===== config.mk =====
export PLATFORM = sky130hd
export DESIGN_NAME = ptds_ofifo
export DESIGN_NICKNAME = d
export VERILOG_FILES = /design/src/hw/rtl/ptds_pkg.sv /design/src/hw/rtl/ptds_ofifo.sv
export SDC_FILE = /design/constraint.sdc
export NUM_CORES = 1
export LEC_CHECK = 0
export ABC_AREA = 1
export BUFFER_PORTS_ARGS = -buffer_cell sky130_fd_sc_hd__clkbuf_2
export CORE_UTILIZATION = 40
export CTS_CLUSTER_DIAMETER = 60
export DETAILED_ROUTE_END_ITERATION = 8
export PLACE_DENSITY = 0.62
export SYNTH_ARGS = -nofsm -noshare
export SYNTH_HDL_FRONTEND = slang
export SYNTH_SLANG_ARGS = --single-unit

===== constraint.sdc =====
create_clock -name clk_i -period 13 [get_ports clk_i]
set_clock_uncertainty 0.1 [all_clocks]
set_input_delay 1.95 -clock clk_i [delete_from_list [all_inputs] [get_ports clk_i]]
set_output_delay 1.95 -clock clk_i [all_outputs]
set_load 0.02 [all_outputs]

===== src/hw/rtl/ptds_pkg.sv =====
// shared types and constants of the pq table distance sum block
// no dependencies
package ptds_pkg;

  localparam int CHUNK_W = 6;
  localparam int CODE_W  = 8;
  localparam int VAL_W   = 32;
  localparam int SUM_W   = 38;
  localparam int IDX_W   = 16;
  localparam int NUM_W   = 7;
  localparam int CNT_W   = 9;

  localparam int PADDR_W = 3;
  localparam int PDATA_W = 32;

  // result queue depth: covers one result in the pipe plus two queued
  localparam int OFIFO_DEPTH = 3;
  localparam int OFIFO_PW    = 2;

  // register word index within paddr[2]
  localparam logic [0:0] REG_NUM_CHUNKS = 1'b0;

  typedef enum logic {
    OP_TABLE_WRITE = 1'b0,
    OP_POINT_CODE  = 1'b1
  } opcode_e;

  // code request on its way from the table read to the accumulator
  typedef struct packed {
    logic             fin;
    logic             hit;
    logic [IDX_W-1:0] idx;
  } s1_t;

  typedef struct packed {
    logic [SUM_W-1:0] distance;
    logic [IDX_W-1:0] point_index;
  } out_t;

endpackage


===== src/hw/rtl/ptds_ofifo.sv =====
// three-entry result queue in front of the output channel
// depends on ptds_pkg
module ptds_ofifo (
  input  logic                          clk_i,
  input  logic                          rst_ni,
  input  logic                          push_i,
  input  ptds_pkg::out_t                push_data_i,
  input  logic                          pop_i,
  output ptds_pkg::out_t                head_o,
  output logic [ptds_pkg::OFIFO_PW-1:0] cnt_o
);
  import ptds_pkg::*;

  localparam logic [OFIFO_PW-1:0] LastPtr = OFIFO_PW'(OFIFO_DEPTH - 1);

  out_t                entries_q [OFIFO_DEPTH];
  logic [OFIFO_PW-1:0] wr_ptr_q, wr_ptr_d, rd_ptr_q, rd_ptr_d, cnt_q, cnt_d;

  always_comb begin
    wr_ptr_d = wr_ptr_q;
    rd_ptr_d = rd_ptr_q;
    cnt_d    = cnt_q;
    if (push_i) begin
      wr_ptr_d = (wr_ptr_q == LastPtr) ? '0 : wr_ptr_q + OFIFO_PW'(1);
    end
    if (pop_i) begin
      rd_ptr_d = (rd_ptr_q == LastPtr) ? '0 : rd_ptr_q + OFIFO_PW'(1);
    end
    case ({push_i, pop_i})
      2'b10:   cnt_d = cnt_q + OFIFO_PW'(1);
      2'b01:   cnt_d = cnt_q - OFIFO_PW'(1);
      default: cnt_d = cnt_q;
    endcase
  end

  always_ff @(posedge clk_i or negedge rst_ni) begin
    if (!rst_ni) begin
      wr_ptr_q <= '0;
      rd_ptr_q <= '0;
      cnt_q    <= '0;
    end else begin
      wr_ptr_q <= wr_ptr_d;
      rd_ptr_q <= rd_ptr_d;
      cnt_q    <= cnt_d;
    end
  end

  always_ff @(posedge clk_i) begin
    if (push_i) begin
      entries_q[wr_ptr_q] <= push_data_i;
    end
  end

  assign head_o = entries_q[rd_ptr_q];
  assign cnt_o  = cnt_q;

endmodule


==> reports/qor.csv <==
metric,value,unit
"Setup violations, final",0,
Site Rows,45,
RSZ-0062 raised after global routing,false,
vias per cell,4.687,
final instance area,0.007567,mm²
PwrDens,225.1,mW/mm²
PortBufs,113,
largest family of logic cells by synthesized area,simple AND/OR/NAND/NOR gates,
final hold violation count,0,
reg2reg end,entries_q[1][29],
postcts setup bufs,0,
routed len/inst,15.33,µm
Final min period,4405,ps
outcome,finished clean,
Synth Cell Area,0.006299,mm²
r2r worst-path depth,4,
H-tree lvl count,4,
placed cell area,0.007025,mm²
"Reg clk slew, reported paths",60,ps
fin crit share,0.3389,
unique cell type count in the Yosys netlist,16,
GPL Wtd Cong,0.7026,
layout cells sized above 1,0.3021,
global-route wire length before repair,18650,µm
Mapped Avg Cell Area,14.65,µm²
Post-DP HPWL,6921,µm
critical path class,reg2out,
drt total wl,11910,µm
DRC violations left,0,
Leakage,2.960,nW
height of the die,127.5,µm
mux cell area share after synthesis,0,
area of the multi-input gates,0.001086,mm²
met2 Use GR,0.2678,
die width,127.5,µm
global routing met3 resource utilization,0.06449,
number of max-cap violations,0,
post-CTS sizing,0,
Crit-path slowest cell,buf_4,
CTS Hold Bufs,0,
Post-Synth Simple-Gate Area,0.1651,
crit path buf inv count,3,
total iterations of the first detailed-routing run,4,
Num CTS Buffers,17,
total number of vias,3642,
Worst Path Required,10950,ps
crit end category,output port,
hold path cells,2,
CTS tree,built,
GRT Util Overall,0.1568,
initial core utilization,0.4128,
Syn Inst Count,430,
FILL cells,1341,
clock net sink count,168,
actual slew at the worst max-slew pin,801.1,ps
FF-to-FF Start,wr_ptr_q[1],
initial antenna violation count,0,
Worst EP arrival,2360,ps
First DRT Iteration DRCs,217,
synthesized flop and latch total,168,
core area,0.01526,mm²
Post-Synth XOR/XNOR Area,0.001391,
Startpoint Class,register,
maximum VDD drop,111.4,µV
routing usage on met1,0.1734,
CP top delay family,buffers and inverters,
grt total ovfl,0,
post-synthesis compound-gate area fraction,0.003178,
R2R Setup Slk,10950,ps
CP Max Fanout,56,
busiest grt layer,met2,
IO Pins,114,
worst path cell trace,buf_4 -> nor2_4 -> buf_4 -> nand2_1 -> nand3_1 -> clkbuf_2,
Slew HR,0.4659,
area grow syn2layout,20.14,%
die area,0.01625,mm²
pin count of the biggest net entering global routing,57,
synthesized-area fraction occupied by adder cells,0.001986,
Max Freq,227.0,MHz
antenna violation net count after detailed routing,0,
CP peak stage delay,550,ps
Worst Hold End,cnt_o[1],
CTS Buffer Depth,2,
Sequential Area,0.005016,mm²
worst skew pair latency,410,ps
Antenna Cells,0,
fin. max-slew vios,0,
hold_sp,cnt_o[1],
setup TNS,0,ps
CTS root buffer,clkbuf_16,
sequential area share after synthesis,0.7962,
via count of the first global-routing pass,3703,
Yosys Warn Count,0,
CP most frequent cell,buf_4,
final net count,612,
hold crit path type,reg2reg,
Syn Nets,489,
==> stage by stage <==
stage	instances	worst slack, ps	hold slack, ps	power (mW)	util
global route	777	8393	459.6	1.793	0.4959
finish	777	8595	408.8	1.704	0.4959
detailed placement	745	8994	397.5	1.272	0.4604
CTS	777	8529	413.5	1.729	0.4959
floorplan	430	6690	412.6	1.108	-
global placement	745	9019	377.7	1.264	0.4604
==> registers in the layout (all words and copies together) (netlist names) <==
name       cells
cnt_o          2
entries_q    162
rd_ptr_q       2
wr_ptr_q       2
==> logic make-up (layout without fill, tap and decap cells) <==
family                   Yosys count  count (layout)
AO/OA/AOI/OAI                      4               4
adder cells (fa/ha/maj)            1               1
AND/OR/NAND/NOR                  229             229
buffers and inverters             27             163
XOR/XNOR                           1               1
flip-flops                       168             168
==> power breakdown <==
group	total, mW	internal (mW)	switching [mW]
Combinational	0.529	0.146	0.383
Clock	0.456	0.263	0.193
Sequential	0.719	0.696	0.0228
==> tightest hold or removal path, delay by kind of cell, from the launching register on <==
| kind | cells | cell delay [ps] |
|---|---|---|
| AND/OR/NAND/NOR | 2 | 110 |
| flip-flops | 1 | 370 |
==> Yosys cell counts, drive strengths merged <==
cell / n / area share
nand2: 168 / 0.10
edfxtp: 162 / 0.77
nand3: 57 / 0.060
buf: 15 / 0.024
inv: 11 / 0.0066
dfrtp: 6 / 0.024
o21ai: 4 / 0.0032
nor2: 2 / 0.0036
clkbuf: 1 / 0.0012
ha: 1 / 0.0020
nand4: 1 / 0.00099
nor3: 1 / 0.00079
xnor2: 1 / 0.0014
==> worst max-delay path by stage <==
stage,start,to,slack [ps],depth (start not counted)
2_1_floorplan,push_i,entries_q[2][0],6690,2
3_3_place_gp,rd_ptr_q[1],head_o[13],9020,5
3_5_place_dp,rd_ptr_q[1],head_o[22],8990,6
4_1_cts,rd_ptr_q[1],head_o[3],8530,6
5_1_grt,rd_ptr_q[1],head_o[3],8390,6
6_report,rd_ptr_q[1],head_o[3],8590,6
==> routing by layer <==
metal / wire length [µm] / vias to the layer above / part of all wire
li1: - / 1758 / -
met1: 4812 / 1762 / 0.40
met2: 6012 / 102 / 0.50
met3: 858 / 20 / 0.072
met4: 225 / 0 / 0.019
met5: 0 / - / 0
==> final cells by class <==
class | instances | share of cell area
sequential | 168 | 0.6629
multi-input combinational | 235 | 0.1435
timing repair buffer | 120 | 0.08168
clock buffer | 21 | 0.05820
tap | 211 | 0.03489
clock inverter | 11 | 0.01339
inverter | 11 | 0.005456
==> layout by cell type (no fill, tap or decap) <==
cell / count
edfxtp_1: 162
ha_1: 1
nor2_4: 2
dfrtp_2: 1
clkinv_4: 2
dfrtp_1: 5
clkinvlp_4: 5
clkbuf_1: 4
clkbuf_2: 113
nand2_1: 168
buf_4: 7
nand3_1: 39
inv_1: 8
inv_6: 1
clkinv_1: 2
nand3_2: 18
nand4_1: 1
o21ai_0: 4
nor3_2: 1
inv_2: 3
bufinv_16: 1
xnor2_1: 1
clkbuf_16: 17
No activity file was read; power rests on OpenSTA's default activity.
