[src/hw/rtl/ptds_pkg.sv]
// shared types and constants of the pq table distance sum block
// no dependencies
package ptds_pkg;

  localparam int CHUNK_W = 6;
  localparam int CODE_W  = 8;
  localparam int VAL_W   = 32;
  localparam int SUM_W   = 38;
  localparam int IDX_W   = 16;
  localparam int NUM_W   = 7;
  localparam int CNT_W   = 9;

  localparam int PADDR_W = 3;
  localparam int PDATA_W = 32;

  // result queue depth: covers one result in the pipe plus two queued
  localparam int OFIFO_DEPTH = 3;
  localparam int OFIFO_PW    = 2;

  // register word index within paddr[2]
  localparam logic [0:0] REG_NUM_CHUNKS = 1'b0;

  typedef enum logic {
    OP_TABLE_WRITE = 1'b0,
    OP_POINT_CODE  = 1'b1
  } opcode_e;

  // code request on its way from the table read to the accumulator
  typedef struct packed {
    logic             fin;
    logic             hit;
    logic [IDX_W-1:0] idx;
  } s1_t;

  typedef struct packed {
    logic [SUM_W-1:0] distance;
    logic [IDX_W-1:0] point_index;
  } out_t;

endpackage

[src/hw/rtl/ptds_ctrl.sv]
// request sequencer: chunk position, point counter, table addressing
// depends on ptds_pkg
module ptds_ctrl #(
  parameter int MAX_CHUNKS    = 64,
  parameter int CODEBOOK_SIZE = 256,
  parameter int AW            = 14
) (
  input  logic                         clk_i,
  input  logic                         rst_ni,
  input  logic                         accept_i,
  input  ptds_pkg::opcode_e            opcode_i,
  input  logic [ptds_pkg::CHUNK_W-1:0] table_chunk_i,
  input  logic [ptds_pkg::CODE_W-1:0]  table_code_i,
  input  logic [ptds_pkg::CODE_W-1:0]  point_code_i,
  input  logic                         batch_end_i,
  input  logic [ptds_pkg::CNT_W-1:0]   n_eff_i,
  output logic                         wr_en_o,
  output logic [AW-1:0]                wr_addr_o,
  output logic                         rd_en_o,
  output logic [AW-1:0]                rd_addr_o,
  output logic                         s1_valid_o,
  output ptds_pkg::s1_t                s1_o
);
  import ptds_pkg::*;

  localparam int ChW = (MAX_CHUNKS <= 2) ? 1 :
                       ((MAX_CHUNKS > 64) ? CHUNK_W : $clog2(MAX_CHUNKS));
  localparam int CbW = $clog2(CODEBOOK_SIZE);
  localparam logic [CNT_W-1:0] MaxN = CNT_W'(MAX_CHUNKS);
  localparam logic [CNT_W-1:0] CbN  = CNT_W'(CODEBOOK_SIZE);

  logic [CHUNK_W-1:0] pos_q, pos_d;
  logic [IDX_W-1:0]   pc_q, pc_d;
  logic               s1_valid_q;
  s1_t                s1_q;
  logic [CNT_W-1:0]   pos_inc;
  logic               is_code, code_acc, finish, hit;

  assign is_code  = (opcode_i == OP_POINT_CODE);
  assign code_acc = accept_i && is_code;
  assign pos_inc  = CNT_W'(pos_q) + CNT_W'(1);
  assign finish   = (pos_inc >= n_eff_i);
  assign hit      = (CNT_W'(point_code_i) < CbN) && (CNT_W'(pos_q) < MaxN);

  assign wr_en_o   = accept_i && !is_code && (CNT_W'(table_chunk_i) < MaxN)
                     && (CNT_W'(table_code_i) < CbN);
  assign wr_addr_o = {table_chunk_i[ChW-1:0], table_code_i[CbW-1:0]};
  assign rd_en_o   = code_acc;
  assign rd_addr_o = {pos_q[ChW-1:0], point_code_i[CbW-1:0]};

  always_comb begin
    pos_d = pos_q;
    pc_d  = pc_q;
    if (code_acc) begin
      pos_d = finish ? '0 : pos_inc[CHUNK_W-1:0];
      if (finish) begin
        pc_d = pc_q + IDX_W'(1);
      end
      if (batch_end_i) begin
        pc_d = '0;
      end
    end
  end

  always_ff @(posedge clk_i or negedge rst_ni) begin
    if (!rst_ni) begin
      pos_q      <= '0;
      pc_q       <= '0;
      s1_valid_q <= 1'b0;
    end else begin
      pos_q      <= pos_d;
      pc_q       <= pc_d;
      s1_valid_q <= code_acc;
    end
  end

  always_ff @(posedge clk_i) begin
    if (code_acc) begin
      s1_q.fin <= finish;
      s1_q.hit <= hit;
      s1_q.idx <= pc_q;
    end
  end

  assign s1_valid_o = s1_valid_q;
  assign s1_o       = s1_q;

endmodule

[config.mk]
export PLATFORM = sky130hd
export DESIGN_NAME = ptds_ctrl
export DESIGN_NICKNAME = d
export VERILOG_FILES = /design/src/hw/rtl/ptds_pkg.sv /design/src/hw/rtl/ptds_ctrl.sv
export SDC_FILE = /design/constraint.sdc
export NUM_CORES = 1
export LEC_CHECK = 0
export BUFFER_PORTS_ARGS = -buffer_cell sky130_fd_sc_hd__buf_4
export CORE_MARGIN = 8
export CORE_UTILIZATION = 39
export CTS_CLUSTER_SIZE = 8
export DETAILED_ROUTE_END_ITERATION = 8
export PLACE_DENSITY = 0.73
export SKIP_CTS_REPAIR_TIMING = 1
export SKIP_LAST_GASP = 1
export SYNTH_ARGS = -nofsm -noshare
export SYNTH_HDL_FRONTEND = slang
export SYNTH_SLANG_ARGS = --single-unit
[constraint.sdc]
create_clock -name clk_i -period 3.12 [get_ports clk_i]
set_input_delay 0.312 -clock clk_i [delete_from_list [all_inputs] [get_ports clk_i]]
set_output_delay 0.312 -clock clk_i [all_outputs]
set_load 0.05 [all_outputs]
==> impl_metrics.ini, run 1 <==
[grt]
grt_start_max_net_pins = 32
globalRoute.totalOverflow = 0
first_pass_grt_wire_length_mm = 8.07
track_usage = 0.116
first_global_vias = 1720
antenna_violations_before_repair = 0

[cells_and_area]
final.fill_count = 569
register_cell_area_after_layout_sq_um = 1090
layout-area-overhead-vs-synth_pct = 11.2
multi_input_comb_area_sq_um = 902
finish.net_count = 290
layout-drive-gt1-share = 0.224
antenna_cells_inserted = 0

[synthesis]
synth_commonest_cells = sky130_fd_sc_hd__nand2_1, sky130_fd_sc_hd__buf_4, sky130_fd_sc_hd__dfrtp_1
synth_most_common_cell = sky130_fd_sc_hd__nand2_1
synthDistinctLibCells = 45
synth.largest_area_cell = sky130_fd_sc_hd__dfrtp_1
postSynthCellCount = 228
ys.flop_type = sky130_fd_sc_hd__dfrtp_1
synth.net_count = 273
synth-seq-cells = 40
synthArstFlopShare = 0.575
synth_top_area_share = 0.252
number_of_synthesized_flops_with_an_enable_pin = 17
syn_avg_cell_area_sq_um = 10.0
synth.yosys.seq_area_share = 0.476
synth.top_cells.by_area = sky130_fd_sc_hd__dfrtp_1, sky130_fd_sc_hd__edfxtp_1, sky130_fd_sc_hd__buf_4
summed_instance_area_of_the_synthesized_netlist_sq_um = 2280
yosys_warnings = 0

[timing]
fin_setup_tns_ps = 0
rsz_0062_raised_after_global_routing = no
setup_viol = 0
final-max-slew-violation-count = 0
skew_ps = 5.90
hold_viol = 0
final.setup.worst_slack_ps = 406
timing.final.crit_period_ps = 2710
maxSlewHeadroom = 0.471
final_min_period_over_clock_period = 0.870
worst_slew_pin_slew_ps = 793
achievable-frequency_mhz = 369

[worst_hold_path]
hp-class = in -> reg

[worst_setup_path]
worstSetupStartpointType = flop
cp_data_required_time_ps = 3290
criticalPathCategory = reg -> reg
critical_path.endpoint_type = flop
r2r_slack_ps = 410
critical_path_peak_fanout = 23
worst_ep_arrival_time_ps = 2890

[route]
avgRoutedWirePerCell_um = 15.1
postRouteAntennaNets = 0
vias_per_cell = 5.44
drt_drc_violations_left = 0
drtIter0Drc = 185
detailroute.via_count = 1745
totalWireLength_mm = 4.86
first_pass_iters = 4

[cts]
cts_buffer_depth = 2
cts_max_level = 2
clkLatencyLatePin_ps = 290
cts_sinks = 40
cts_inserted_buffers = 5
cts_tree = yes
clkSlewWorstSetupHoldPaths_ps = 70
cts_root_buffer = sky130_fd_sc_hd__clkbuf_8

[die]
fp.dieW_um = 92.5
height_of_the_die_um = 92.5
initial_cell_density_of_the_core = 0.395
num_io_pins = 85
die_area_sq_um = 8560
coreArea_sq_um = 5780
rows = 28

[placement]
place_congestion = 0.833
buffer_ports.inserted = 39
preCtsSetupSlack_ps = 431
detailedPlacementHpwl_mm = 3.41

[run_status]
run_status = finished, final reports clean

[power_and_ir_drop]
power_leakage_nw = 1.09
vdd_drop_max_v = 0.000196
power_density_nw_per_um2 = 608

[job]
max_cap_viols = 0
[registers in the layout (all words and copies together), names as in the netlist]
| register | flops |
|---|---|
| s1_o | 17 |
| pc_q | 16 |
| pos_q | 6 |
| s1_valid_o | 1 |
[logic make-up after synthesis]
group,after synthesis,share of synthesized area
AOI/OAI and AO/OA,44,0.139
buffers and inverters,47,0.129
muxes,1,0.00438
DFF,40,0.476
other,1,0.00164
adders and majority gates,9,0.0493
and+or+nand+nor,82,0.186
xor gates and xnor gates,4,0.0153
[layer usage]
metal / vias up / share of wire / global-route usage
met5: - / 0 / 0
met1: 848 / 0.42 / 0.134
li1: 842 / - / -
met3: 10 / 0.062 / 0.0307
met2: 45 / 0.49 / 0.192
met4: 0 / 0.020 / 0.0591
[final timing paths]
path                                 end  cells past startpoint         from
worst max-delay path             pc_q[1]                     10     pos_q[0]
worst min register to register  s1_o[15]                      0     pc_q[15]
min in group asynchronous       pc_q[10]                      2       rst_ni
max in group asynchronous        pc_q[1]                      2       rst_ni
worst min-delay path             pc_q[0]                      2  batch_end_i
worst max register to register   pc_q[1]                     10     pos_q[0]
[area by class of cell]
cell class | count | share of cell area
clock buffer | 7 | 0.0300
clock inverter | 1 | 0.00148
inverter | 14 | 0.0207
multi-input combinational | 141 | 0.355
sequential | 40 | 0.428
tap | 75 | 0.0369
timing repair buffer | 43 | 0.128
[critical path, cell delays in order (launching register included)]
cell and delay [ps]:
sky130_fd_sc_hd__dfrtp_1 450, sky130_fd_sc_hd__ha_1 270, sky130_fd_sc_hd__nand3_1 140, sky130_fd_sc_hd__xnor2_1 230, sky130_fd_sc_hd__ha_1 280, sky130_fd_sc_hd__a21oi_1 140, sky130_fd_sc_hd__o32ai_1 90, sky130_fd_sc_hd__a41oi_1 250
sky130_fd_sc_hd__inv_2 230, sky130_fd_sc_hd__and3_1 230, sky130_fd_sc_hd__a221o_1 280
[cell usage in the layout (no fill, tap or decap), drive strengths merged, types with 9 or more instances in the layout]
cell    instances
buf            42
nand2          28
dfrtp          23
edfxtp         17
inv            14
nand3          13
nor3           11
ha              9
[metrics by stage]
| stage | area (sq um) | util | total power [W] | instances | hold slack [ps] |
|---|---|---|---|---|---|
| CTS | 2530 | 0.438 | 0.00156 | 320 | -88.9 |
| detailed placement | 2450 | 0.424 | 0.00124 | 312 | 231 |
| global route | 2540 | 0.439 | 0.00164 | 321 | 393 |
| floorplan | 2280 | - | 0.00115 | 228 | 16.4 |
| finish | 2540 | 0.439 | 0.00154 | 321 | 391 |
| global placement | 2450 | 0.424 | 0.00122 | 312 | 230 |
[power by group]
group | leakage [nW] | switching [W] | total [W] | internal (W)
registers | 0.440 | 0.0000964 | 0.000728 | 0.000631
clock network | 0.0399 | 0.000164 | 0.000319 | 0.000155
logic | 0.612 | 0.000322 | 0.000498 | 0.000176
Power figures use the tool's default switching activity.
==> run 2: changes to the inputs <==
Settings changed: ABC_AREA from default to 1.
Clock period 3.12 ns to 2.7 ns, I/O delays scaled along.
==> run 2 against run 1 <==
  * Combinational power fell by 7.6%
  * Clock skew rose by 3.2 ps
  * Routed wire length fell by 11%
  * Area after synthesis rose by 0.55%
  * Die area rose by 0.45%
  * Sequential power rose by 2%
  * Setup slack got worse by 76 ps
  * Final area rose by 3.0%
  * Clock-buffer cell count fell by 1
  * Critical path type unchanged
  * Highest routed layer unchanged
==> impl_metrics.ini, run 2 <==
[run_status]
run_status = finished, final reports clean

[die]
rows = 28
fp.dieW_um = 92.7
num_io_pins = 85
die_area_sq_um = 8600
coreArea_sq_um = 5820
initial_cell_density_of_the_core = 0.395
height_of_the_die_um = 92.7

[worst_setup_path]
criticalPathCategory = reg -> reg
rr_worst_depth = 14
r2r-end = pc_q[11]
cp_data_required_time_ps = 2910
critical_path_peak_fanout = 32
r2r_slack_ps = 330
critical_path.endpoint_type = flop
worst_r2r_startpoint = pos_q[0]
worstSetupStartpointType = flop
worst_ep_arrival_time_ps = 2580

[power_and_ir_drop]
power.net_switching_w = 0.000562
swShare = 0.318
power_leakage_nw = 1.21
clock_power_share = 0.319
post-layout-total-power_w = 0.00176
power_density_nw_per_um2 = 675
power_frac_comb = 0.261
vdd_drop_max_v = 0.000223
intPower_w = 0.00120
power.share.sequential = 0.420

[grt]
antenna_violations_before_repair = 0
first_pass_grt_wire_length_mm = 7.36
globalRoute.totalOverflow = 0
grt_start_max_net_pins = 33
track_usage = 0.105
first_global_vias = 1620

[worst_hold_path]
hp-class = in -> reg
worstHoldPathCells = 4
worst_hold_path.endpoint = pos_q[1]
hold_path.startpoint = accept_i

[timing]
rsz_0062_raised_after_global_routing = no
achievable-frequency_mhz = 422
setup_viol = 0
fin_setup_tns_ps = 0
timing.final.crit_period_ps = 2370
final-max-slew-violation-count = 0
maxSlewHeadroom = 0.641
worst_slew_pin_slew_ps = 536
skew_ps = 9.05
final_min_period_over_clock_period = 0.878
hold_viol = 0

[route]
first_pass_iters = 5
avgRoutedWirePerCell_um = 12.2
totalWireLength_mm = 4.32
drtIter0Drc = 116
postRouteAntennaNets = 0
detailroute.via_count = 1670
drt_drc_violations_left = 0
vias_per_cell = 4.70

[cells_and_area]
mostFrequentLayoutCell = sky130_fd_sc_hd__nand2_1
final.fill_count = 558
finish.net_count = 324
largest_reg_flops = 17
most_frequent_cells_in_the_layout = sky130_fd_sc_hd__nand2_1, sky130_fd_sc_hd__buf_4, sky130_fd_sc_hd__inv_1
layout-drive-gt1-share = 0.243
layout-area-overhead-vs-synth_pct = 14.0
antenna_cells_inserted = 0

[placement]
detailedPlacementHpwl_mm = 3.24
place_congestion = 0.808
buffer_ports.inserted = 39

[cts]
cts_sinks = 40
cts_buffer_depth = 2
cts_tree = yes
cts_root_buffer = sky130_fd_sc_hd__clkbuf_8
cts_max_level = 2
clkLatencyLatePin_ps = 290
clkSlewWorstSetupHoldPaths_ps = 80
cts_inserted_buffers = 5

[synthesis]
syn_avg_cell_area_sq_um = 8.90
synth_top_area_share = 0.251
post_synthesis_compound_gate_area_fraction = 0.0757
synth_most_common_cell = sky130_fd_sc_hd__nand2_1
ys.flop_type = sky130_fd_sc_hd__dfrtp_1
synth.net_count = 303
yosys.area_share.xor_xnor = 0.0114
synth-seq-cells = 40
yosys.area_share.simple = 0.246
synthDistinctLibCells = 29
dominant_combinational_cell_family_by_area_after_synthesis = simple AND/OR/NAND/NOR gates
synth.largest_area_cell = sky130_fd_sc_hd__dfrtp_1
postSynthCellCount = 258
number_of_synthesized_flops_with_an_enable_pin = 17
synthArstFlopShare = 0.575
synth_adder_area_share = 0.0490
synth.top_cells.by_area = sky130_fd_sc_hd__dfrtp_1, sky130_fd_sc_hd__edfxtp_1, sky130_fd_sc_hd__nand2_1
synth.mux.area_fraction = 0
yosys_warnings = 0
synth_commonest_cells = sky130_fd_sc_hd__nand2_1, sky130_fd_sc_hd__inv_1, sky130_fd_sc_hd__buf_4
summed_instance_area_of_the_synthesized_netlist_sq_um = 2300
synth.yosys.seq_area_share = 0.473

[job]
max_cap_viols = 0
## run 2: layout make-up
cell class	count	area [sq um]	area share
clock buffers	6	72.6	0.0277
repair buffers	41	310	0.119
inverters	30	113	0.0430
well taps	75	93.8	0.0359
multi-input cells	161	881	0.337
clock inverters	2	60.1	0.0230
flip-flops and latches	40	1090	0.415
## run 2: critical path: stages, from the launching register on
cell                      delay, ps
sky130_fd_sc_hd__dfrtp_1        440
sky130_fd_sc_hd__ha_1           230
sky130_fd_sc_hd__nand4_1        150
sky130_fd_sc_hd__nand2_1         90
sky130_fd_sc_hd__inv_1           50
sky130_fd_sc_hd__ha_1           280
sky130_fd_sc_hd__nand2_1         80
sky130_fd_sc_hd__inv_1           40
sky130_fd_sc_hd__nand2_1         50
sky130_fd_sc_hd__nand2_1         60
sky130_fd_sc_hd__nand2_1         80
sky130_fd_sc_hd__nand4_1         90
sky130_fd_sc_hd__nand2_2        430
sky130_fd_sc_hd__nand2_1        120
sky130_fd_sc_hd__o21ai_1        110
## run 2: metrics by stage
stage,instances,setup WS (ps),utilization,area [sq um],hold WS (ps)
6_report,355,330,0.450,2620,336
5_1_grt,355,62.9,0.450,2620,399
4_1_cts,354,308,0.448,2610,-129
3_5_place_dp,346,332,0.425,2470,184
3_3_place_gp,346,406,0.425,2470,179
2_1_floorplan,258,363,-,2300,-25.6
## run 2: per-layer routing
layer	vias to the layer above	part of all wire	track usage
met5	-	0	0
met4	0	0.013	0.0362
met3	5	0.076	0.0405
met2	38	0.50	0.178
met1	762	0.41	0.117
li1	865	-	-
## run 2: worst max-delay path by stage
stage                           to  slack (ps)     start
after CTS                 pc_q[11]         310  pos_q[0]
final                     pc_q[11]         330  pos_q[0]
after floorplan            pc_q[4]         360  pos_q[0]
after detailed placement  pc_q[11]         330  pos_q[0]
after global placement    pc_q[15]         410  pos_q[0]
after global routing       pc_q[5]          60  pos_q[0]
## run 2: power groups by stage
stage / clock network (W) / logic (W) / registers, W
after CTS: 0.000571 / 0.000464 / 0.000742
after detailed placement: 0 / 0.000463 / 0.000754
after global placement: 0 / 0.000455 / 0.000754
after global routing: 0.000599 / 0.000509 / 0.000751
final: 0.000563 / 0.000460 / 0.000742
after floorplan: 0 / 0.000284 / 0.000883
## run 2: cell families after synthesis
| kind of cell | Yosys count |
|---|---|
| flops | 40 |
| compound gates | 30 |
| xor+xnor | 3 |
| buf+inv | 57 |
| fa+ha+maj | 9 |
| other cells | 1 |
| simple gates | 118 |
