**config.mk**
```make
export PLATFORM = sky130hd
export DESIGN_NAME = ptds_acc
export DESIGN_NICKNAME = d
export VERILOG_FILES = /design/src/hw/rtl/ptds_pkg.sv /design/src/hw/rtl/ptds_acc.sv
export SDC_FILE = /design/constraint.sdc
export NUM_CORES = 1
export LEC_CHECK = 0
export BUFFER_PORTS_ARGS = -buffer_cell sky130_fd_sc_hd__buf_2
export CAP_MARGIN = 5
export CORE_ASPECT_RATIO = 1.25
export CORE_MARGIN = 5
export CORE_UTILIZATION = 40
export CTS_CLUSTER_DIAMETER = 50
export DETAILED_ROUTE_END_ITERATION = 10
export PLACE_DENSITY = 0.76
export SETUP_SLACK_MARGIN = 0.1
export SLEW_MARGIN = 25
export SYNTH_ARGS = -nofsm -noshare
export SYNTH_HDL_FRONTEND = slang
export SYNTH_SLANG_ARGS = --single-unit
```
**constraint.sdc**
```tcl
create_clock -name clk_i -period 4.4 [get_ports clk_i]
set_input_delay 0.66 -clock clk_i [delete_from_list [all_inputs] [get_ports clk_i]]
set_output_delay 0.66 -clock clk_i [all_outputs]
set_load 0.02 [all_outputs]
```
**src/hw/rtl/ptds_pkg.sv**
```systemverilog
// shared types and constants of the pq table distance sum block
// no dependencies
package ptds_pkg;

  localparam int CHUNK_W = 6;
  localparam int CODE_W  = 8;
  localparam int VAL_W   = 32;
  localparam int SUM_W   = 38;
  localparam int IDX_W   = 16;
  localparam int NUM_W   = 7;
  localparam int CNT_W   = 9;

  localparam int PADDR_W = 3;
  localparam int PDATA_W = 32;

  // result queue depth: covers one result in the pipe plus two queued
  localparam int OFIFO_DEPTH = 3;
  localparam int OFIFO_PW    = 2;

  // register word index within paddr[2]
  localparam logic [0:0] REG_NUM_CHUNKS = 1'b0;

  typedef enum logic {
    OP_TABLE_WRITE = 1'b0,
    OP_POINT_CODE  = 1'b1
  } opcode_e;

  // code request on its way from the table read to the accumulator
  typedef struct packed {
    logic             fin;
    logic             hit;
    logic [IDX_W-1:0] idx;
  } s1_t;

  typedef struct packed {
    logic [SUM_W-1:0] distance;
    logic [IDX_W-1:0] point_index;
  } out_t;

endpackage

```
**src/hw/rtl/ptds_acc.sv**
```systemverilog
// running sum: adds the table read data and releases finished points
// depends on ptds_pkg
module ptds_acc (
  input  logic                       clk_i,
  input  logic                       rst_ni,
  input  logic                       s1_valid_i,
  input  ptds_pkg::s1_t              s1_i,
  input  logic [ptds_pkg::VAL_W-1:0] rd_data_i,
  output logic                       push_o,
  output ptds_pkg::out_t             push_data_o
);
  import ptds_pkg::*;

  logic [SUM_W-1:0] sum_q, sum_d, sum_new;

  // out-of-range codes still count as a chunk but add nothing
  assign sum_new = sum_q + (s1_i.hit ? SUM_W'(rd_data_i) : '0);

  always_comb begin
    sum_d = sum_q;
    if (s1_valid_i) begin
      sum_d = s1_i.fin ? '0 : sum_new;
    end
  end

  always_ff @(posedge clk_i or negedge rst_ni) begin
    if (!rst_ni) begin
      sum_q <= '0;
    end else begin
      sum_q <= sum_d;
    end
  end

  assign push_o                  = s1_valid_i && s1_i.fin;
  assign push_data_o.distance    = sum_new;
  assign push_data_o.point_index = s1_i.idx;

endmodule

```
==> impl_table.tex, run 1 <==
\begin{tabular}{lr}
\hline
Metric & Value \\
\hline
\multicolumn{2}{l}{\textbf{Placement}} \\
\quad Final weighted congestion in routability-driven placement & 0.874 \\
\quad Placed Cells & 651 \\
\quad Dpl ws & 0.357 ns \\
\quad Placed wire-length estimate & 8850 um \\
\quad Total of buffers placed on input and output ports & 75 \\
\multicolumn{2}{l}{\textbf{Global route}} \\
\quad Global-route congestion overflow total & 0 \\
\quad First-pass GRT wire length & 18800 um \\
\quad Overall track demand over capacity in global routing & 18.9\% \\
\quad Maximum number of pins on one net before global-route repair & 39 \\
\quad Antenna violations before repair & 0 \\
\quad Number of global-route vias before repair & 3904 \\
\multicolumn{2}{l}{\textbf{Clock network}} \\
\quad Number of sinks handled by clock tree synthesis & 38 \\
\quad Clock-pin slew of the registers on the worst-case setup and hold paths & 0.06 ns \\
\quad Number of clock buffers inserted by TritonCTS & 5 \\
\quad Count of buffers added by post-CTS timing repair for setup & 0 \\
\quad Number of H-tree levels & 2 \\
\quad Deepest clock path buffer count & 2 \\
\quad CTS root buf & sky130\_fd\_sc\_hd\_\_clkbuf\_16 \\
\quad Post-cts sizing count & 0 \\
\quad Post-CTS Hold Buffers & 0 \\
\quad Clock latency on the worst-skew pair & 0.29 ns \\
\quad CTS tree & yes \\
\multicolumn{2}{l}{\textbf{Logic synthesis}} \\
\quad Cell area after technology mapping & 4000 sq um \\
\quad Count of distinct cell types in the synthesized netlist & 65 \\
\quad Number of flops mapped to enable cells by yosys & 0 \\
\quad Register bit total from synthesis & 38 \\
\quad Post-Synthesis Cells & 488 \\
\quad Sequential area share after synthesis & 23.8\% \\
\quad Post-synthesis async set-or-reset flop share & 100\% \\
\quad Yosys Warn Count & 0 \\
\quad Mean post-synth cell area & 8.19 sq um \\
\quad Post-Synthesis Net Count & 574 \\
\quad Leading register cell type out of synthesis & sky130\_fd\_sc\_hd\_\_dfrtp\_1 \\
\multicolumn{2}{l}{\textbf{Routing}} \\
\quad Number of vias in the routed layout & 3860 \\
\quad Number of vias per cell & 5.85 \\
\quad Number of routed nets with antenna violations & 0 \\
\quad Number of DRC markers in iteration 0 & 128 \\
\quad Residual DRC & 0 \\
\quad Drt pass-1 iters & 5 \\
\quad Total Wirelength & 11400 um \\
\quad Detailed-route wire length per cell & 17.3 um \\
\multicolumn{2}{l}{\textbf{Power}} \\
\quad Worst IR drop on VDD & 161 uV \\
\quad Power density of the placed cells & 357 nW/um\^{}2 \\
\quad Fraction of power spent switching nets & 41.5\% \\
\quad Combinational cell fraction of total power & 46.7\% \\
\quad Share of total power in sequential cells & 27.2\% \\
\quad Leakage Power & 2.22 nW \\
\quad Internal Pwr Total & 0.946 mW \\
\quad Clock network power share & 26.1\% \\
\quad Reported net switching power & 0.670 mW \\
\multicolumn{2}{l}{\textbf{Cells and area}} \\
\quad Final net count & 619 \\
\quad Layout overhead on the synthesized area & 13.2\% \\
\quad Post-route insts no fill & 660 \\
\quad Fraction of the core area covered by cells at the end of the flow & 46.6\% \\
\quad Register bank with the most flops & sum\_q \\
\quad Max FFs per register & 38 \\
\quad Leading registers by flop count & sum\_q: 38 flops \\
\quad Commonest non-fill, non-tap cells in the layout & sky130\_fd\_sc\_hd\_\_buf\_2, sky130\_fd\_sc\_hd\_\_dfrtp\_1, sky130\_fd\_sc\_hd\_\_a21oi\_1, sky130\_fd\_sc\_hd\_\_nor2\_1 \\
\quad Fraction of final layout cells with drive strength greater than 1 & 19.7\% \\
\quad Most common library cell in the layout ignoring fill and taps & sky130\_fd\_sc\_hd\_\_buf\_2 \\
\quad Layout fillers & 986 \\
\quad Total inserted antenna cells & 0 \\
\multicolumn{2}{l}{\textbf{Timing}} \\
\quad Final Hold Viols & 0 \\
\quad Tcrit/Tclk final & 92.3\% \\
\quad Timing-limited maximum frequency & 246 MHz \\
\quad Total negative slack for setup checks & 0 ns \\
\quad \# setup viols final & 0 \\
\quad Minimum period implied by the final worst setup slack & 4.06 ns \\
\quad Layout Skew & 0.00718 ns \\
\quad Worst slew margin & 41.8\% \\
\quad RSZ-0062 raised after global routing & false \\
\quad Max-slew violation count & 0 \\
\quad Measured slew at the worst slew-check pin & 0.872 ns \\
\quad Setup WS post-layout & 0.339 ns \\
\multicolumn{2}{l}{\textbf{Critical path}} \\
\quad Worst stage delay on the critical path & 0.60 ns \\
\quad End of the worst register-to-register path & sum\_q[30] \\
\quad Worst setup EP type & primary output \\
\quad Arrival time worst endpoint & 3.40 ns \\
\quad Start point of the critical path & s1\_i[16] \\
\quad Launching element type of the critical path & primary input \\
\quad Crit Reg-Reg Startpoint & sum\_q[0] \\
\quad Cell at the slowest stage of the critical path & sky130\_fd\_sc\_hd\_\_a2111oi\_0 \\
\quad Series of cell instances along the critical path & buf\_2, buf\_4, and2\_1, ha\_1, a21o\_1, a31oi\_1, a21boi\_1, o21ai\_1, nand2b\_1, a2111oi\_0, nor3\_1, buf\_2 \\
\quad Worst-path maximum fanout & 23 \\
\quad Critical path class & in -> out \\
\quad Worst reg-to-reg setup slack & 1.50 ns \\
\quad Cell with the most instances on the worst path & sky130\_fd\_sc\_hd\_\_buf\_2 \\
\quad Worst setup endpoint & push\_data\_o[25] \\
\quad CP Data Required Time & 3.74 ns \\
\quad Number of cells on the worst reg-to-reg path & 9 \\
\multicolumn{2}{l}{\textbf{Floorplan}} \\
\quad Area of the core & 9710 sq um \\
\quad Ports & 108 \\
\quad Placement row count & 40 \\
\quad Area enclosed by the die boundary & 12100 sq um \\
\quad Vertical die dimension & 122 um \\
\quad Floorplan die width & 99.4 um \\
\quad Starting density of the core & 41.2\% \\
\multicolumn{2}{l}{\textbf{Run}} \\
\quad Max-Cap Viols & 0 \\
\multicolumn{2}{l}{\textbf{Status}} \\
\quad Status & complete, no violations \\
\multicolumn{2}{l}{\textbf{Hold path}} \\
\quad Worst min path class & in -> async \\
\hline
\end{tabular}
==> logic make-up (layout without fill, tap and decap cells) <==
group	Yosys count	after routing	share of synthesized area, %
AO/OA/AOI/OAI	165	165	30.4
adder cells (fa/ha/maj)	33	33	10.5
AND/OR/NAND/NOR	162	162	21.3
buffers and inverters	59	105	7.26
flip-flops	38	38	23.8
XOR/XNOR	31	31	6.79
==> cell usage after synthesis, types with 6 or more instances <==
cell type	count	share of area [%]
sky130_fd_sc_hd__o31ai_1	7	1.3
sky130_fd_sc_hd__o21ai_0	12	1.5
sky130_fd_sc_hd__nand3_1	12	1.5
sky130_fd_sc_hd__buf_2	7	0.88
sky130_fd_sc_hd__nand4_1	7	1.1
sky130_fd_sc_hd__nor3_1	11	1.4
sky130_fd_sc_hd__dfrtp_1	38	24
sky130_fd_sc_hd__xor2_1	12	2.6
sky130_fd_sc_hd__nor2_1	35	3.3
sky130_fd_sc_hd__xnor2_1	19	4.2
sky130_fd_sc_hd__clkbuf_1	19	1.8
sky130_fd_sc_hd__a21oi_1	35	4.4
sky130_fd_sc_hd__inv_1	17	1.6
sky130_fd_sc_hd__ha_1	32	10
sky130_fd_sc_hd__o21ai_1	6	0.75
sky130_fd_sc_hd__a22o_1	23	5.0
sky130_fd_sc_hd__and2_1	34	5.3
sky130_fd_sc_hd__nand2_1	34	3.2
sky130_fd_sc_hd__a21o_1	17	3.2
sky130_fd_sc_hd__buf_4	16	3.0
sky130_fd_sc_hd__o211ai_1	7	1.3
sky130_fd_sc_hd__o21bai_1	6	1.1
sky130_fd_sc_hd__a31oi_1	6	0.94
==> metal layers <==
layer	track usage (%)	part of all wire (%)	up-vias
met1	22.5	42	1853
met3	3.89	5.5	24
met4	7.86	2.6	0
li1	-	-	1867
met2	32.9	50	116
met5	0	0	-
==> metrics by stage <==
stage          hold slack, ns  power (mW)  cell area, sq um
4_1_cts                 0.505        1.62              4500
2_1_floorplan           0.364        1.00              4000
3_3_place_gp            0.472        1.19              4340
6_report                0.331        1.62              4530
3_5_place_dp            0.485        1.19              4340
5_1_grt                 0.368        1.72              4530
==> cell type report <==
cell class,instances,area [sq um],share of cell area [%]
inverters,17,63.8,1.41
well taps,126,158,3.48
clock buffers,5,125,2.76
multi-input cells,391,2760,60.9
clock inverters,3,40.0,0.884
flip-flops and latches,38,951,21.0
repair buffers,80,433,9.56
==> worst max-delay path: cells and delay by family <==
family                     cells  cell delay [ns]
AOI/OAI and AO/OA              5             1.41
buffers and inverters          3             0.63
and+or+nand+nor                3             0.40
adders and majority gates      1             0.28
==> worst min path at each step <==
stage                     slack, ns  cells past startpoint   endpoint
final                          0.33                      1   sum_q[3]
after global routing           0.37                      1   sum_q[3]
after CTS                      0.50                      2  sum_q[27]
after detailed placement       0.48                      2   sum_q[9]
after global placement         0.47                      2   sum_q[9]
after floorplan                0.36                      0   sum_q[0]
==> power by group through the flow <==
stage / combinational (mW) / clock, mW / sequential [mW]
3_3_place_gp: 0.745 / 0 / 0.442
2_1_floorplan: 0.568 / 0 / 0.434
3_5_place_dp: 0.750 / 0 / 0.445
4_1_cts: 0.755 / 0.429 / 0.439
6_report: 0.755 / 0.422 / 0.440
5_1_grt: 0.831 / 0.442 / 0.446
(Power assumes the default switching activity.)
==> run 2: changes to the inputs <==
--- a/config.mk
+++ b/config.mk
@@ -12,7 +12,6 @@
 export CORE_UTILIZATION = 40
 export CTS_CLUSTER_DIAMETER = 50
 export DETAILED_ROUTE_END_ITERATION = 10
-export PLACE_DENSITY = 0.76
 export SETUP_SLACK_MARGIN = 0.1
 export SLEW_MARGIN = 25
 export SYNTH_ARGS = -nofsm -noshare
==> constraint.sdc (replaced) <==
create_clock -name clk_i -period 4.4 [get_ports clk_i]
set_input_delay 0.66 -clock clk_i [delete_from_list [all_inputs] [get_ports clk_i]]
set_output_delay 0.66 -clock clk_i [all_outputs]
set_load 0.01 [all_outputs]
==> run 2 against run 1 <==
Net effect: die area stayed put; clock skew is 0.0012 ns higher; power hardly changed; design area is 0.19% higher; register-to-register slack worse by 0.12 ns; critical path type unchanged; critical path depth stayed put; maximum frequency hardly changed; combinational power is 8.9% lower; via count is 1.2% lower; clock power is 17% higher; largest power group unchanged; count of clock-buffer cells in the layout is 1 higher; cell count is 0.15% lower.
==> impl_table.tex, run 2 (synthesis results as in run 1) <==
\begin{tabular}{lr}
\hline
Metric & Value \\
\hline
\multicolumn{2}{l}{\textbf{Timing}} \\
\quad Total negative slack for setup checks & 0 ns (unchanged) \\
\quad \# setup viols final & 0 (unchanged) \\
\quad Minimum period implied by the final worst setup slack & 4.06 ns (+0.00264 ns) \\
\quad Timing-limited maximum frequency & 246 MHz (about the same) \\
\quad Tcrit/Tclk final & 92.4\% (about the same) \\
\quad Measured slew at the worst slew-check pin & 0.565 ns (-0.307 ns) \\
\quad Max-slew violation count & 0 (unchanged) \\
\quad Final Hold Viols & 0 (unchanged) \\
\quad Worst slew margin & 61.4\% (+20 points) \\
\quad Hold\_ws & 0.354 ns (+0.0234 ns) \\
\quad RSZ-0062 raised after global routing & false \\
\quad Layout Skew & 0.00837 ns (+0.00119 ns) \\
\quad Setup WS post-layout & 0.337 ns (-0.00264 ns) \\
\multicolumn{2}{l}{\textbf{Cells and area}} \\
\quad Layout overhead on the synthesized area & 13.5\% \\
\quad Commonest non-fill, non-tap cells in the layout & sky130\_fd\_sc\_hd\_\_buf\_2, sky130\_fd\_sc\_hd\_\_dfrtp\_1, sky130\_fd\_sc\_hd\_\_a21oi\_1, sky130\_fd\_sc\_hd\_\_nor2\_1 \\
\quad Final net count & 618 (-0.16\%) \\
\quad Fraction of final layout cells with drive strength greater than 1 & 19.5\% (-0.15 points) \\
\quad Leading registers by flop count & sum\_q: 38 flops \\
\quad Fraction of the core area covered by cells at the end of the flow & 46.7\% (+0.090 points) \\
\quad Register bank with the most flops & sum\_q \\
\quad Most common library cell in the layout ignoring fill and taps & sky130\_fd\_sc\_hd\_\_buf\_2 \\
\quad Max FFs per register & 38 (unchanged) \\
\quad Final Instance Area & 4540 sq um (+0.19\%) \\
\quad Total inserted antenna cells & 0 (unchanged) \\
\quad Post-route insts no fill & 659 (-0.15\%) \\
\multicolumn{2}{l}{\textbf{Floorplan}} \\
\quad Vertical die dimension & 122 um (unchanged) \\
\quad Area of the core & 9710 sq um (unchanged) \\
\quad Starting density of the core & 41.2\% (unchanged) \\
\quad Ports & 108 (unchanged) \\
\quad Area enclosed by the die boundary & 12100 sq um (unchanged) \\
\quad Placement row count & 40 (unchanged) \\
\quad Floorplan die width & 99.4 um (unchanged) \\
\multicolumn{2}{l}{\textbf{Routing}} \\
\quad Number of routed nets with antenna violations & 0 (unchanged) \\
\quad Residual DRC & 0 (unchanged) \\
\quad Drt pass-1 iters & 6 (+1) \\
\quad Number of vias per cell & 5.78 (-1.1\%) \\
\quad Total Wirelength & 11600 um (+1.8\%) \\
\quad Detailed-route wire length per cell & 17.6 um (+1.9\%) \\
\quad Number of DRC markers in iteration 0 & 116 (-9.4\%) \\
\quad Number of vias in the routed layout & 3812 (-1.2\%) \\
\multicolumn{2}{l}{\textbf{Power}} \\
\quad Share of total power in sequential cells & 27.1\% (about the same) \\
\quad Reported net switching power & 0.600 mW (-11\%) \\
\quad Internal Pwr Total & 1.02 mW (+7.6\%) \\
\quad Power Total & 1.62 mW (about the same) \\
\quad Combinational cell fraction of total power & 42.5\% (-4.2 points) \\
\quad Leakage Power & 2.22 nW (about the same) \\
\quad Fraction of power spent switching nets & 37.1\% (-4.4 points) \\
\quad Power density of the placed cells & 357 nW/um\^{}2 (-0.11\%) \\
\quad Clock network power share & 30.4\% (+4.3 points) \\
\quad Worst IR drop on VDD & 164 uV (+2.2\%) \\
\multicolumn{2}{l}{\textbf{Global route}} \\
\quad Antenna violations before repair & 0 (unchanged) \\
\quad Number of global-route vias before repair & 3877 (-0.69\%) \\
\quad Maximum number of pins on one net before global-route repair & 39 (unchanged) \\
\quad Global-route congestion overflow total & 0 (unchanged) \\
\quad Overall track demand over capacity in global routing & 19.3\% (+0.44 points) \\
\quad First-pass GRT wire length & 19100 um (+1.5\%) \\
\multicolumn{2}{l}{\textbf{Placement}} \\
\quad Placed inst area & 4340 sq um (unchanged) \\
\quad Total of buffers placed on input and output ports & 75 (unchanged) \\
\quad Final weighted congestion in routability-driven placement & 0.879 (+0.57\%) \\
\quad Placed Cells & 651 (unchanged) \\
\quad Placed wire-length estimate & 9030 um (+2.0\%) \\
\quad Dpl ws & 0.340 ns (-0.0177 ns) \\
\multicolumn{2}{l}{\textbf{Clock network}} \\
\quad Clock latency on the worst-skew pair & 0.29 ns (about the same) \\
\quad CTS root buf & sky130\_fd\_sc\_hd\_\_clkbuf\_16 \\
\quad Number of H-tree levels & 2 (unchanged) \\
\quad Count of buffers added by post-CTS timing repair for setup & 0 (unchanged) \\
\quad Deepest clock path buffer count & 2 (unchanged) \\
\quad Clock-pin slew of the registers on the worst-case setup and hold paths & 0.06 ns (about the same) \\
\quad Number of sinks handled by clock tree synthesis & 38 (unchanged) \\
\quad CTS tree & yes \\
\quad Post-cts sizing count & 0 (unchanged) \\
\quad Number of clock buffers inserted by TritonCTS & 5 (unchanged) \\
\quad Post-CTS Hold Buffers & 0 (unchanged) \\
\multicolumn{2}{l}{\textbf{Critical path}} \\
\quad CP Data Required Time & 3.74 ns (about the same) \\
\quad Arrival time worst endpoint & 3.40 ns (about the same) \\
\quad Launching element type of the critical path & primary input \\
\quad Worst setup EP type & primary output \\
\quad Worst-path maximum fanout & 22 (-4.3\%) \\
\quad Worst reg-to-reg setup slack & 1.38 ns (-0.12 ns) \\
\quad Critical path class & in -> out \\
\multicolumn{2}{l}{\textbf{Status}} \\
\quad Status & complete, no violations \\
\multicolumn{2}{l}{\textbf{Hold path}} \\
\quad Worst min path class & in -> async \\
\multicolumn{2}{l}{\textbf{Run}} \\
\quad Max-Cap Viols & 0 (unchanged) \\
\hline
\end{tabular}
==> run 2: final timing paths <==
check                                   to     start  cells past startpoint
setup / recovery           push_data_o[52]  s1_i[16]                     12
hold / removal                    sum_q[4]    rst_ni                      1
setup reg to reg                 sum_q[30]  sum_q[0]                      9
hold reg to reg                   sum_q[9]  sum_q[9]                      2
max in group asynchronous        sum_q[19]    rst_ni                      1
min in group clk_i                sum_q[9]  sum_q[9]                      2
==> run 2: power groups by stage <==
stage | combinational, mW | clock [mW] | sequential, mW
finish | 0.688 | 0.492 | 0.438
global route | 0.761 | 0.521 | 0.444
CTS | 0.693 | 0.504 | 0.438
detailed placement | 0.688 | 0 | 0.444
global placement | 0.683 | 0 | 0.443
floorplan | 0.494 | 0 | 0.434
==> run 2: area by class of cell <==
type	instances	area, sq um
Clock buffer	6	139
Multi-Input combinational cell	391	2760
Timing Repair Buffer	79	408
Fill cell	1014	5170
Inverter	17	63.8
Tap cell	126	158
Sequential cell	38	951
Clock inverter	2	60.1
==> run 2: worst max-delay path, stage by stage <==
cell                       delay [ns]
sky130_fd_sc_hd__buf_2           0.18
sky130_fd_sc_hd__buf_4           0.22
sky130_fd_sc_hd__and2_1          0.15
sky130_fd_sc_hd__ha_1            0.40
sky130_fd_sc_hd__and3_1          0.27
sky130_fd_sc_hd__nand3_1         0.15
sky130_fd_sc_hd__a311oi_2        0.32
sky130_fd_sc_hd__o21ai_1         0.16
sky130_fd_sc_hd__and3_4          0.20
sky130_fd_sc_hd__or3_1           0.39
sky130_fd_sc_hd__xnor2_1         0.15
sky130_fd_sc_hd__buf_2           0.15
==> run 2: routing by layer <==
metal | up-vias | global-route usage, % | wire length (um)
li1 | 1874 | - | -
met1 | 1819 | 23.3 | 5010
met2 | 99 | 35.0 | 5880
met5 | - | 0 | 0
met3 | 20 | 2.75 | 490
met4 | 0 | 6.49 | 225
==> run 3: changes to the inputs <==
--- a/config.mk
+++ b/config.mk
@@ -7,11 +7,14 @@
 export LEC_CHECK = 0
 export BUFFER_PORTS_ARGS = -buffer_cell sky130_fd_sc_hd__buf_2
 export CAP_MARGIN = 5
+export CELL_PAD_IN_SITES_DETAIL_PLACEMENT = 1
+export CELL_PAD_IN_SITES_GLOBAL_PLACEMENT = 1
 export CORE_ASPECT_RATIO = 1.25
 export CORE_MARGIN = 5
 export CORE_UTILIZATION = 40
 export CTS_CLUSTER_DIAMETER = 50
 export DETAILED_ROUTE_END_ITERATION = 10
+export PLACE_DENSITY_LB_ADDON = 0.1
 export SETUP_SLACK_MARGIN = 0.1
 export SLEW_MARGIN = 25
 export SYNTH_ARGS = -nofsm -noshare
==> run 3 against run 2 <==
Net effect: core utilization fell by 0.090 points; die area is the same; maximum frequency shrank 0.66%.
==> impl_table.tex, run 3 (synthesis results as in run 1) <==
\begin{tabular}{lr}
\hline
Metric & Value \\
\hline
\multicolumn{2}{l}{\textbf{Power}} \\
\quad Share of total power in sequential cells & 27.8\% (+0.7 points) \\
\quad Combinational cell fraction of total power & 44.7\% (+2.2 points) \\
\quad Reported net switching power & 0.630 mW (+5.1\%) \\
\quad Power density of the placed cells & 349 nW/um\^{}2 (-2.1\%) \\
\quad Leakage Power & 2.21 nW (-0.66\%) \\
\quad Worst IR drop on VDD & 148 uV (-9.5\%) \\
\quad Internal Pwr Total & 0.951 mW (-6.6\%) \\
\quad Fraction of power spent switching nets & 39.9\% (+2.8 points) \\
\quad Clock network power share & 27.5\% (-2.9 points) \\
\multicolumn{2}{l}{\textbf{Cells and area}} \\
\quad Max FFs per register & 38 (unchanged) \\
\quad Register bank with the most flops & sum\_q \\
\quad Layout fillers & 1219 (+20\%) \\
\quad Commonest non-fill, non-tap cells in the layout & sky130\_fd\_sc\_hd\_\_buf\_2, sky130\_fd\_sc\_hd\_\_dfrtp\_1, sky130\_fd\_sc\_hd\_\_a21oi\_1, sky130\_fd\_sc\_hd\_\_nor2\_1 \\
\quad Layout overhead on the synthesized area & 13.2\% \\
\quad Fraction of final layout cells with drive strength greater than 1 & 20.0\% (+0.53 points) \\
\quad Most common library cell in the layout ignoring fill and taps & sky130\_fd\_sc\_hd\_\_buf\_2 \\
\quad Leading registers by flop count & sum\_q: 38 flops \\
\quad Final net count & 619 (+0.16\%) \\
\quad Final Instance Area & 4530 sq um (-0.19\%) \\
\quad Total inserted antenna cells & 0 (unchanged) \\
\multicolumn{2}{l}{\textbf{Timing}} \\
\quad Tcrit/Tclk final & 93.0\% (+0.61 points) \\
\quad Layout Skew & 0.00903 ns (+0.000666 ns) \\
\quad Minimum period implied by the final worst setup slack & 4.09 ns (+0.0271 ns) \\
\quad Final Hold Viols & 0 (unchanged) \\
\quad Hold\_ws & 0.328 ns (-0.0265 ns) \\
\quad \# setup viols final & 0 (unchanged) \\
\quad Setup WS post-layout & 0.309 ns (-0.0271 ns) \\
\quad Total negative slack for setup checks & 0 ns (unchanged) \\
\quad RSZ-0062 raised after global routing & false \\
\quad Measured slew at the worst slew-check pin & 0.552 ns (-0.0131 ns) \\
\quad Max-slew violation count & 0 (unchanged) \\
\quad Worst slew margin & 63.2\% (+1.8 points) \\
\quad Timing-limited maximum frequency & 244 MHz (-0.66\%) \\
\multicolumn{2}{l}{\textbf{Placement}} \\
\quad Total of buffers placed on input and output ports & 75 (unchanged) \\
\quad Placed inst area & 4340 sq um (+0.17\%) \\
\quad Final weighted congestion in routability-driven placement & 0.869 (-1.1\%) \\
\quad Placed wire-length estimate & 9920 um (+9.9\%) \\
\quad Dpl ws & 0.226 ns (-0.114 ns) \\
\multicolumn{2}{l}{\textbf{Critical path}} \\
\quad CP Data Required Time & 3.74 ns (about the same) \\
\quad Launching element type of the critical path & primary input \\
\quad Worst-path maximum fanout & 23 (+4.5\%) \\
\quad Critical path class & in -> out \\
\quad Arrival time worst endpoint & 3.43 ns (+0.03 ns) \\
\quad Worst reg-to-reg setup slack & 1.44 ns (+0.06 ns) \\
\quad Worst setup EP type & primary output \\
\multicolumn{2}{l}{\textbf{Floorplan}} \\
\quad Area enclosed by the die boundary & 12100 sq um (unchanged) \\
\quad Floorplan die width & 99.4 um (unchanged) \\
\quad Placement row count & 40 (unchanged) \\
\quad Ports & 108 (unchanged) \\
\quad Vertical die dimension & 122 um (unchanged) \\
\quad Area of the core & 9710 sq um (unchanged) \\
\quad Starting density of the core & 41.2\% (unchanged) \\
\multicolumn{2}{l}{\textbf{Hold path}} \\
\quad Worst min path class & in -> async \\
\multicolumn{2}{l}{\textbf{Routing}} \\
\quad Number of vias in the routed layout & 3854 (+1.1\%) \\
\quad Number of routed nets with antenna violations & 0 (unchanged) \\
\quad Drt pass-1 iters & 4 (-2) \\
\quad Residual DRC & 0 (unchanged) \\
\quad Detailed-route wire length per cell & 19.3 um (+9.4\%) \\
\quad Number of DRC markers in iteration 0 & 117 (+0.86\%) \\
\quad Number of vias per cell & 5.84 (+0.95\%) \\
\quad Total Wirelength & 12700 um (+9.6\%) \\
\multicolumn{2}{l}{\textbf{Clock network}} \\
\quad Clock latency on the worst-skew pair & 0.30 ns (about the same) \\
\quad Deepest clock path buffer count & 2 (unchanged) \\
\quad Clock-pin slew of the registers on the worst-case setup and hold paths & 0.07 ns (about the same) \\
\quad Number of sinks handled by clock tree synthesis & 38 (unchanged) \\
\quad Number of H-tree levels & 2 (unchanged) \\
\quad CTS root buf & sky130\_fd\_sc\_hd\_\_clkbuf\_16 \\
\quad CTS tree & yes \\
\quad Number of clock buffers inserted by TritonCTS & 5 (unchanged) \\
\multicolumn{2}{l}{\textbf{Status}} \\
\quad Status & complete, no violations \\
\multicolumn{2}{l}{\textbf{Global route}} \\
\quad Number of global-route vias before repair & 4155 (+7.2\%) \\
\quad Antenna violations before repair & 0 (unchanged) \\
\quad First-pass GRT wire length & 21200 um (+11\%) \\
\quad Global-route congestion overflow total & 0 (unchanged) \\
\quad Overall track demand over capacity in global routing & 21.5\% (+2.2 points) \\
\quad Maximum number of pins on one net before global-route repair & 39 (unchanged) \\
\multicolumn{2}{l}{\textbf{Run}} \\
\quad Max-Cap Viols & 0 (unchanged) \\
\hline
\end{tabular}
run 3: critical path, cell delays in order:
cell	delay, ns
sky130_fd_sc_hd__buf_2	0.17
sky130_fd_sc_hd__buf_4	0.22
sky130_fd_sc_hd__and2_1	0.16
sky130_fd_sc_hd__ha_1	0.40
sky130_fd_sc_hd__and3_1	0.27
sky130_fd_sc_hd__nand3_1	0.16
sky130_fd_sc_hd__a311oi_2	0.31
sky130_fd_sc_hd__o21ai_1	0.16
sky130_fd_sc_hd__and3_4	0.20
sky130_fd_sc_hd__or3_1	0.38
sky130_fd_sc_hd__xnor2_1	0.17
sky130_fd_sc_hd__buf_2	0.16
run 3: metrics by stage:
stage               util, %  cells  total power [mW]
detailed placement     44.7    652              1.15
floorplan                 -    488             0.928
finish                 46.6    660              1.58
global placement       44.7    652              1.14
global route           46.6    660              1.69
CTS                    46.5    660              1.60
run 3: routing by layer:
layer | track usage [%] | vias to the layer above | wire length (um)
met5 | 0 | - | 0
met1 | 25.4 | 1885 | 5310
li1 | - | 1869 | -
met3 | 3.32 | 18 | 486
met2 | 39.9 | 82 | 6680
met4 | 6.06 | 0 | 240
run 3: power groups by stage:
stage	clock network (mW)	logic [mW]	registers [mW]
after detailed placement	0	0.705	0.446
after floorplan	0	0.494	0.434
after global routing	0.463	0.779	0.447
final	0.435	0.706	0.440
after global placement	0	0.692	0.444
after CTS	0.447	0.710	0.440
run 3: worst paths after layout:
| check | startpoint | cells after the start | to |
|---|---|---|---|
| worst min register to register | sum_q[9] | 2 | sum_q[9] |
| worst max register to register | sum_q[0] | 9 | sum_q[30] |
| worst min-delay path | rst_ni | 1 | sum_q[37] |
| min in group clk_i | sum_q[9] | 2 | sum_q[9] |
| max in group asynchronous | rst_ni | 1 | sum_q[26] |
| worst max-delay path | s1_i[16] | 12 | push_data_o[52] |
run 3: what timing repair did:
action	in CTS	in global routing
endpoints found under the setup margin	0	4
gates resized for setup	0	3
setup buffers	0	0
hold buffers	0	0
run 3: layout make-up:
class / instances / area (sq um) / share of cell area, %
sequential: 38 / 951 / 21.0
clock buffer: 5 / 125 / 2.76
inverter: 17 / 63.8 / 1.41
multi-input combinational: 391 / 2770 / 61.2
timing repair buffer: 80 / 415 / 9.17
clock inverter: 3 / 45.0 / 0.995
tap: 126 / 158 / 3.48
